**config.mk**
```make
export PLATFORM = sky130hd
export DESIGN_NAME = refcounted_shared_id_table
export DESIGN_NICKNAME = d
export VERILOG_FILES = /design/src/rtl/rcsit_pkg.sv /design/src/rtl/rcsit_mem.sv /design/src/rtl/rcsit_seq.sv /design/src/rtl/refcounted_shared_id_table.sv
export SDC_FILE = /design/constraint.sdc
export NUM_CORES = 2
export LEC_CHECK = 0
export ABC_AREA = 0
export BUFFER_PORTS_ARGS = -buffer_cell sky130_fd_sc_hd__buf_4
export CELL_PAD_IN_SITES_DETAIL_PLACEMENT = 0
export CELL_PAD_IN_SITES_GLOBAL_PLACEMENT = 1
export CORE_UTILIZATION = 35
export DETAILED_ROUTE_END_ITERATION = 10
export PLACE_DENSITY = 0.66
export SKIP_LAST_GASP = 1
export SYNTH_ARGS = -nofsm -noshare
export SYNTH_HDL_FRONTEND = slang
export SYNTH_SLANG_ARGS = --single-unit
```
**constraint.sdc**
```tcl
create_clock -name clk -period 5.1 [get_ports clk]
set_input_delay 1.275 -clock clk [delete_from_list [all_inputs] [get_ports clk]]
set_output_delay 1.275 -clock clk [all_outputs]
set_load 0.02 [all_outputs]
```
**src/rtl/rcsit_pkg.sv**
```systemverilog
// shared types and status codes for the refcounted shared id table
package rcsit_pkg;

	localparam logic [2:0] ST_OPEN_HIT     = 3'd0;
	localparam logic [2:0] ST_OPEN_NEW     = 3'd1;
	localparam logic [2:0] ST_TABLE_FULL   = 3'd2;
	localparam logic [2:0] ST_COUNT_FULL   = 3'd3;
	localparam logic [2:0] ST_CLOSE_SHARED = 3'd4;
	localparam logic [2:0] ST_CLOSE_FREED  = 3'd5;

	localparam logic REQ_OPEN  = 1'b0;
	localparam logic REQ_CLOSE = 1'b1;

	typedef struct packed {
		logic        req_type;
		logic [31:0] seg_id;
	} req_t;

	typedef struct packed {
		logic [2:0] status;
		logic       not_found;
		logic [5:0] slot_index;
		logic [7:0] ref_count;
	} rsp_t;

endpackage

```
**src/rtl/rcsit_mem.sv**
```systemverilog
// slot storage: identifier and count arrays, one write and one registered read port
module rcsit_mem #(
	parameter int ENTRIES = 64,
	parameter int IDX_W   = 6,
	parameter int CNT_W   = 8
) (
	input  logic             clk,
	input  logic             rd_en,
	input  logic [IDX_W-1:0] rd_addr,
	output logic [31:0]      rd_id,
	output logic [CNT_W-1:0] rd_cnt,
	input  logic             wr_en,
	input  logic [IDX_W-1:0] wr_addr,
	input  logic [31:0]      wr_id,
	input  logic [CNT_W-1:0] wr_cnt
);

	logic [31:0]      id_mem  [ENTRIES];
	logic [CNT_W-1:0] cnt_mem [ENTRIES];

	always_ff @(posedge clk) begin
		if (wr_en) begin
			id_mem[wr_addr]  <= wr_id;
			cnt_mem[wr_addr] <= wr_cnt;
		end
	end

	always_ff @(posedge clk) begin
		if (rd_en) begin
			rd_id  <= id_mem[rd_addr];
			rd_cnt <= cnt_mem[rd_addr];
		end
	end

endmodule

```
**src/rtl/rcsit_seq.sv**
```systemverilog
// sequencer: clearing pass, slot scan with one compare unit, decision and write-back
module rcsit_seq #(
	parameter int TABLE_ENTRIES = 64,
	parameter int COUNT_MAX     = 255
) (
	input  logic             clk,
	input  logic             arst_n,
	input  logic             req_valid,
	output logic             req_ready,
	input  rcsit_pkg::req_t  req,
	output logic             res_valid,
	input  logic             res_ready,
	output rcsit_pkg::rsp_t  res
);

	localparam int IDX_W = (TABLE_ENTRIES > 1) ? $clog2(TABLE_ENTRIES) : 1;
	localparam int CNT_W = $clog2(COUNT_MAX + 1);
	localparam logic [IDX_W-1:0] LAST_IDX = IDX_W'(TABLE_ENTRIES - 1);
	localparam logic [IDX_W-1:0] IDX_ONE  = IDX_W'(1);
	localparam logic [CNT_W-1:0] CNT_MAX  = CNT_W'(COUNT_MAX);
	localparam logic [CNT_W-1:0] CNT_ONE  = CNT_W'(1);

	typedef enum logic [4:0] {
		S_CLEAR  = 5'b00001,
		S_IDLE   = 5'b00010,
		S_SCAN   = 5'b00100,
		S_DECIDE = 5'b01000,
		S_PUSH   = 5'b10000
	} state_t;

	state_t           state_q;
	logic [IDX_W-1:0] addr_q;
	logic             iss_q;
	logic             close_q;
	logic [31:0]      key_q;
	logic             hit_found_q;
	logic [IDX_W-1:0] hit_idx_q;
	logic [CNT_W-1:0] hit_cnt_q;
	logic             free_found_q;
	logic [IDX_W-1:0] free_idx_q;
	logic             rd_vld_s1;
	logic             rd_last_s1;
	logic [IDX_W-1:0] rd_idx_s1;
	rcsit_pkg::rsp_t  res_q;

	logic             rd_en;
	logic [31:0]      rd_id;
	logic [CNT_W-1:0] rd_cnt;
	logic             wr_en;
	logic [IDX_W-1:0] wr_addr;
	logic [31:0]      wr_id;
	logic [CNT_W-1:0] wr_cnt;
	logic             match;
	logic             is_free;
	logic             accept;
	rcsit_pkg::rsp_t  dec;
	logic [CNT_W-1:0] new_cnt;
	logic [IDX_W-1:0] dec_idx;
	logic             dec_has_slot;
	logic [IDX_W+5:0] idx_wide;
	logic [CNT_W+7:0] cnt_wide;

	rcsit_mem #(
		.ENTRIES (TABLE_ENTRIES),
		.IDX_W   (IDX_W),
		.CNT_W   (CNT_W)
	) u_mem (
		.clk     (clk),
		.rd_en   (rd_en),
		.rd_addr (addr_q),
		.rd_id   (rd_id),
		.rd_cnt  (rd_cnt),
		.wr_en   (wr_en),
		.wr_addr (wr_addr),
		.wr_id   (wr_id),
		.wr_cnt  (wr_cnt)
	);

	assign req_ready = (state_q == S_IDLE);
	assign accept    = req_valid && req_ready;
	assign rd_en     = (state_q == S_SCAN) && iss_q;
	assign is_free   = (rd_cnt == '0);
	assign match     = rd_vld_s1 && !is_free && (rd_id == key_q);
	assign res_valid = (state_q == S_PUSH);
	assign res       = res_q;

	// decision and write-back values, and the clearing-pass writes
	always_comb begin
		dec          = '0;
		new_cnt      = '0;
		dec_idx      = '0;
		dec_has_slot = 1'b0;
		wr_en        = 1'b0;
		wr_addr      = addr_q;
		wr_id        = key_q;
		wr_cnt       = '0;
		if (!close_q) begin
			if (hit_found_q) begin
				dec_idx      = hit_idx_q;
				dec_has_slot = 1'b1;
				if (hit_cnt_q >= CNT_MAX) begin
					dec.status = rcsit_pkg::ST_COUNT_FULL;
					new_cnt    = hit_cnt_q;
				end else begin
					dec.status = rcsit_pkg::ST_OPEN_HIT;
					new_cnt    = hit_cnt_q + CNT_ONE;
					wr_en      = 1'b1;
				end
			end else if (free_found_q) begin
				dec.status   = rcsit_pkg::ST_OPEN_NEW;
				dec_idx      = free_idx_q;
				dec_has_slot = 1'b1;
				new_cnt      = CNT_ONE;
				wr_en        = 1'b1;
			end else begin
				dec.status = rcsit_pkg::ST_TABLE_FULL;
			end
		end else begin
			if (hit_found_q) begin
				dec_idx      = hit_idx_q;
				dec_has_slot = 1'b1;
				new_cnt      = hit_cnt_q - CNT_ONE;
				wr_en        = 1'b1;
				if (new_cnt != '0) begin
					dec.status = rcsit_pkg::ST_CLOSE_SHARED;
				end else begin
					dec.status = rcsit_pkg::ST_CLOSE_FREED;
					wr_id      = '0;
				end
			end else begin
				dec.status    = rcsit_pkg::ST_CLOSE_FREED;
				dec.not_found = 1'b1;
			end
		end
		idx_wide       = {6'b0, dec_idx};
		cnt_wide       = {8'b0, new_cnt};
		dec.slot_index = dec_has_slot ? idx_wide[5:0] : 6'b0;
		dec.ref_count  = cnt_wide[7:0];
		if (state_q == S_DECIDE) begin
			wr_addr = dec_idx;
			wr_cnt  = new_cnt;
		end else begin
			wr_en = 1'b0;
		end
		if (state_q == S_CLEAR) begin
			wr_en   = 1'b1;
			wr_addr = addr_q;
			wr_id   = '0;
			wr_cnt  = '0;
		end
	end

	always_ff @(posedge clk or negedge arst_n) begin
		if (!arst_n) begin
			state_q      <= S_CLEAR;
			addr_q       <= '0;
			iss_q        <= 1'b0;
			hit_found_q  <= 1'b0;
			free_found_q <= 1'b0;
			rd_vld_s1    <= 1'b0;
			rd_last_s1   <= 1'b0;
		end else begin
			rd_vld_s1  <= rd_en;
			rd_last_s1 <= rd_en && (addr_q == LAST_IDX);
			unique case (state_q)
				S_CLEAR: begin
					addr_q <= addr_q + IDX_ONE;
					if (addr_q == LAST_IDX) begin
						state_q <= S_IDLE;
					end
				end
				S_IDLE: begin
					if (accept) begin
						state_q      <= S_SCAN;
						addr_q       <= '0;
						iss_q        <= 1'b1;
						hit_found_q  <= 1'b0;
						free_found_q <= 1'b0;
					end
				end
				S_SCAN: begin
					if (iss_q) begin
						addr_q <= addr_q + IDX_ONE;
						if (addr_q == LAST_IDX) begin
							iss_q <= 1'b0;
						end
					end
					if (match && !hit_found_q) begin
						hit_found_q <= 1'b1;
					end
					if (rd_vld_s1 && is_free && !free_found_q) begin
						free_found_q <= 1'b1;
					end
					if (rd_vld_s1 && rd_last_s1) begin
						state_q <= S_DECIDE;
					end
				end
				S_DECIDE: begin
					state_q <= S_PUSH;
				end
				S_PUSH: begin
					if (res_ready) begin
						state_q <= S_IDLE;
					end
				end
				default: begin
					state_q <= S_IDLE;
				end
			endcase
		end
	end

	always_ff @(posedge clk) begin
		rd_idx_s1 <= addr_q;
		if (accept) begin
			close_q <= req.req_type;
			key_q   <= req.seg_id;
		end
		if (state_q == S_SCAN && match && !hit_found_q) begin
			hit_idx_q <= rd_idx_s1;
			hit_cnt_q <= rd_cnt;
		end
		if (state_q == S_SCAN && rd_vld_s1 && is_free && !free_found_q) begin
			free_idx_q <= rd_idx_s1;
		end
		if (state_q == S_DECIDE) begin
			res_q <= dec;
		end
	end

`ifndef NO_ASSERTIONS
	a_decide_after_scan: assert property (@(posedge clk) disable iff (!arst_n)
		(state_q == S_DECIDE) |-> (!iss_q && !rd_vld_s1))
		else $error("decision taken before scan finished");

	a_hit_in_use: assert property (@(posedge clk) disable iff (!arst_n)
		(hit_found_q && (state_q == S_DECIDE)) |-> (hit_cnt_q != '0))
		else $error("matched slot has zero count");

	a_accept_starts_scan: assert property (@(posedge clk) disable iff (!arst_n)
		accept |=> ((state_q == S_SCAN) && (addr_q == '0) && iss_q))
		else $error("accepted request did not start scan");

	a_not_found_status: assert property (@(posedge clk) disable iff (!arst_n)
		(res_valid && res.not_found) |-> (res.status == rcsit_pkg::ST_CLOSE_FREED))
		else $error("not_found with wrong status");
`endif

endmodule

```
**src/rtl/refcounted_shared_id_table.sv**
```systemverilog
// top level of the refcounted shared id table with its result register
//
// Requests (req_valid/req_ready/req) carry an open or close of a segment id.
// Each request gives exactly one response (rsp_valid/rsp_ready/rsp) with a
// status, a not-found flag, the slot index and the count after the request.
// A request is taken only while the sequencer is idle. Its lookup reads the
// slot memory one entry per cycle through its single read port; no new
// request is taken until the response has moved into the output register.
// After reset the block runs a clearing pass that frees every slot;
// req_ready stays low during it.
// The output register holds a response while the receiver stalls; the next
// request may be accepted and scanned meanwhile, and its response waits in
// the sequencer until the register drains.
module refcounted_shared_id_table #(
	parameter int TABLE_ENTRIES = 64,
	parameter int COUNT_MAX     = 255
) (
	input  logic            clk,
	input  logic            arst_n,
	input  logic            req_valid,
	output logic            req_ready,
	input  rcsit_pkg::req_t req,
	output logic            rsp_valid,
	input  logic            rsp_ready,
	output rcsit_pkg::rsp_t rsp
);

	logic            res_valid;
	logic            res_ready;
	rcsit_pkg::rsp_t res;
	logic            rsp_valid_q;
	rcsit_pkg::rsp_t rsp_q;

	rcsit_seq #(
		.TABLE_ENTRIES (TABLE_ENTRIES),
		.COUNT_MAX     (COUNT_MAX)
	) u_seq (
		.clk       (clk),
		.arst_n    (arst_n),
		.req_valid (req_valid),
		.req_ready (req_ready),
		.req       (req),
		.res_valid (res_valid),
		.res_ready (res_ready),
		.res       (res)
	);

	assign res_ready = !rsp_valid_q || rsp_ready;
	assign rsp_valid = rsp_valid_q;
	assign rsp       = rsp_q;

	always_ff @(posedge clk or negedge arst_n) begin
		if (!arst_n) begin
			rsp_valid_q <= 1'b0;
		end else if (res_valid && res_ready) begin
			rsp_valid_q <= 1'b1;
		end else if (rsp_ready) begin
			rsp_valid_q <= 1'b0;
		end
	end

	always_ff @(posedge clk) begin
		if (res_valid && res_ready) begin
			rsp_q <= res;
		end
	end

endmodule

```
==> flow_metrics.py <==
metrics = {
    "clock_network": {
        "htreeDepth": 5,
        "cts_resized": 0,
        "cts_tree": "built",
        "cts.sinks": 2712,
        "insertion_delay_ns": 0.93,
        "cts_root_buf": "clkbuf_16",
        "cts_setup_buffers": 0,
        "cts_made_buffers": 287,
        "hold_buffers": 0,
        "clock_path_buffers": 4,
        "clkTransAtPathRegs_ns": 0.06,
    },
    "die": {
        "fp.dieW_um": 547.6,
        "die-area_mm2": 0.2999,
        "core-area_mm2": 0.2951,
        "num_rows": 199,
        "io_pins": 57,
        "fp.dieH_um": 547.6,
        "initial_core_util_pct": 35.32,
    },
    "placement": {
        "globalplace.congestion": 0.8215,
        "io_buffers": 56,
        "dp.cells": 8768,
        "pre_cts_ws_ns": 1.080,
        "dp_hpwl_um": 155200,
    },
    "layout": {
        "area_delta_synth_final_pct": 15.13,
        "nets": 5179,
        "drive_above_1_share_pct": 24.39,
        "finalNonFillerCells": 9251,
    },
    "worst_setup_path": {
        "arrival_ns": 4.68,
        "critPathCaptureType": "flop",
        "crit_type": "reg2reg",
        "cp.required_ns": 5.69,
        "start_kind": "flop",
        "crit_fanout": 17,
    },
    "logic_synthesis": {
        "syn_area_mm2": 0.1042,
        "yosys-top-cells-count": "edfxtp_1, mux4_2, mux2i_1",
        "synth.distinct_cells": 77,
        "seq_area_frac_synth_pct": 78.02,
        "syn_inst": 4860,
        "synth_seq_cells": 2712,
        "synthMostInstantiatedCell": "edfxtp_1",
        "synth.top_cell.area_share_pct": 77.49,
        "syn_nets": 4901,
        "synth-async-reset-ratio_pct": 0.6268,
        "yosys_most_used_dff": "edfxtp_1",
        "yosys-top-cells-area": "edfxtp_1, mux4_2, mux2i_1",
        "yosysWarnings": 0,
        "yosysTopAreaCell": "edfxtp_1",
        "avgSynthCellArea_um2": 21.44,
        "synth_edf_count": 2689,
    },
    "timing": {
        "maxSlewViolCount": 0,
        "setup_slack_ns": 1.009,
        "tns_ns": 0,
        "setup_viol": 0,
        "post-route-min-period_ns": 4.091,
        "hold_viol": 0,
        "worst_pin_slew_ns": 1.343,
        "rsz0062_at_grt": "false",
        "fmax_mhz": 244.4,
        "slew-limit-headroom_pct": 10.47,
        "fin_crit_sh_pct": 80.21,
        "skew_ns": 0.05167,
    },
    "power": {
        "p_switching_mw": 15.78,
        "p_per_area_mw_per_mm2": 485.9,
        "p_sw_share_pct": 27.07,
        "pwr-share-comb_pct": 20.8,
        "p_clk_share_pct": 34.7,
        "p_int_mw": 42.50,
        "peakVddDrop_uv": 398.2,
        "p_leak_nw": 35.78,
        "seq_power_share_pct": 44.5,
    },
    "route": {
        "vias_per_cell": 5.525,
        "vias": 51120,
        "dr.pass1.iters": 5,
        "ant_nets": 0,
        "dr.first_iter.drc_count": 6239,
        "drc_errors": 0,
        "wl_um": 279700,
        "detail_route.wl_per_cell_um": 30.24,
    },
    "hold_path": {
        "hp-class": "in2async",
    },
    "global_route": {
        "grt_start_max_net_pins": 91,
        "gr-total-overflow": 0,
        "antenna_found_initial": 11,
        "grt_pass1_vias": 51620,
        "grt_util_all_layers_pct": 18.44,
        "grt_pass1_wl_um": 393100,
    },
    "status": {
        "status": "finished clean",
    },
    "run": {
        "maxCapViolCount": 0,
    },
}
## cells in the final DEF, fill, tap and decap left out, types with 11 or more instances in the layout
| cell type | count |
|---|---|
| edfxtp_1 | 2689 |
| mux4_2 | 506 |
| mux2i_1 | 353 |
| clkbuf_16 | 296 |
| buf_4 | 193 |
| a21oi_1 | 134 |
| nand2_1 | 94 |
| o221ai_1 | 75 |
| a22oi_1 | 70 |
| nor2_4 | 68 |
| buf_12 | 62 |
| clkinv_1 | 55 |
| clkbuf_1 | 51 |
| nor2_1 | 50 |
| nor2b_1 | 45 |
| nand3_1 | 43 |
| clkinv_2 | 38 |
| o22ai_1 | 33 |
| and2_4 | 30 |
| xor2_1 | 28 |
| a211o_1 | 27 |
| a221oi_1 | 26 |
| bufinv_16 | 26 |
| a211oi_1 | 25 |
| a22o_1 | 20 |
| a31oi_1 | 20 |
| o21ai_1 | 19 |
| mux2_2 | 18 |
| o22a_1 | 16 |
| inv_1 | 13 |
| nor4_1 | 13 |
| nor3_1 | 12 |
| o32ai_1 | 11 |
## layout make-up
cell class / count / area (µm²)
Antenna cell: 1 / 2.502
Clock buffer: 348 / 7612
Clock inverter: 134 / 1323
Fill cell: 25720 / 175100
Inverter: 17 / 63.81
Multi-Input combinational cell: 1865 / 22050
Sequential cell: 2712 / 81310
Tap cell: 3919 / 4903
Timing Repair Buffer: 255 / 2690
## registers in the layout, summed over array words and instances (netlist names)
register             cells
u_seq.hit_found_q        1
u_seq.rd_last_s1         1
u_seq.close_q            1
rsp_valid                1
u_seq.state_q            5
u_seq.rd_idx_s1          6
u_seq.free_found_q       1
rsp                     18
u_seq.res               18
u_seq.addr_q             6
u_seq.free_idx_q         6
u_seq.iss_q              1
u_seq.rd_vld_s1          1
u_seq.hit_cnt_q          8
u_seq.hit_idx_q          6
u_seq.u_mem.id_mem    2048
u_seq.u_mem.rd_cnt       8
u_seq.u_mem.cnt_mem    512
u_seq.u_mem.rd_id       32
u_seq.key_q             32
## power by group through the flow
| stage | Clock (mW) | Sequential (mW) | Combinational [mW] |
|---|---|---|---|
| 6_report | 20.2 | 26.0 | 12.1 |
| 3_3_place_gp | 0 | 26.4 | 12.1 |
| 4_1_cts | 20.5 | 26.0 | 12.2 |
| 3_5_place_dp | 0 | 26.4 | 12.2 |
| 2_1_floorplan | 0 | 26.1 | 8.77 |
| 5_1_grt | 21.3 | 26.0 | 12.8 |
## final timing paths
path                               start                         end  slack (ns)  cells after the start
setup reg to reg           u_seq.close_q  u_seq.u_mem.cnt_mem[53][7]        1.01                      6
setup / recovery           u_seq.close_q  u_seq.u_mem.cnt_mem[53][7]        1.01                      6
hold / removal                    arst_n             u_seq.addr_q[0]        0.23                      1
min in group clk            u_seq.res[0]                      rsp[0]        0.41                      0
hold reg to reg             u_seq.res[0]                      rsp[0]        0.41                      0
max in group asynchronous         arst_n            u_seq.state_q[0]        4.60                      1
## through the flow
step	hold WS, ns	cell area [µm²]	total power [mW]	util (%)
CTS	0.1694	120000	58.70	40.66
detailed placement	0.4072	111000	38.61	37.63
floorplan	0.3454	104200	34.85	-
global route	0.1954	120000	60.13	40.66
finish	0.2269	120000	58.28	40.66
global placement	0.4076	111000	38.52	37.63
## per-layer routing
layer	up-vias	share of wire (%)	track usage, %
met5	-	0	0
met2	2136	49	30.62
met4	0	2.8	5.713
met3	355	7.8	3.573
met1	27620	40	24.50
li1	21010	-	-
## worst max-delay path, stage by stage (launching register included)
cell,delay [ns]
edfxtp_1,0.56
nor3b_1,0.59
a22oi_1,0.27
o32ai_2,0.44
nand2_1,0.68
nor2_4,0.86
buf_4,0.34
## cell families (layout without fill, tap and decap cells)
logic type	count (synthesis)	after routing	synth area share, %
buffers and inverters	283	754	1.372
XOR/XNOR	37	37	0.3110
other	0	1	0
AO/OA/AOI/OAI	526	526	3.641
flip-flops	2712	2712	78.02
AND/OR/NAND/NOR	421	421	2.087
adder cells (fa/ha/maj)	4	4	0.04803
multiplexers	877	877	14.52
(Power assumes the default switching activity.)
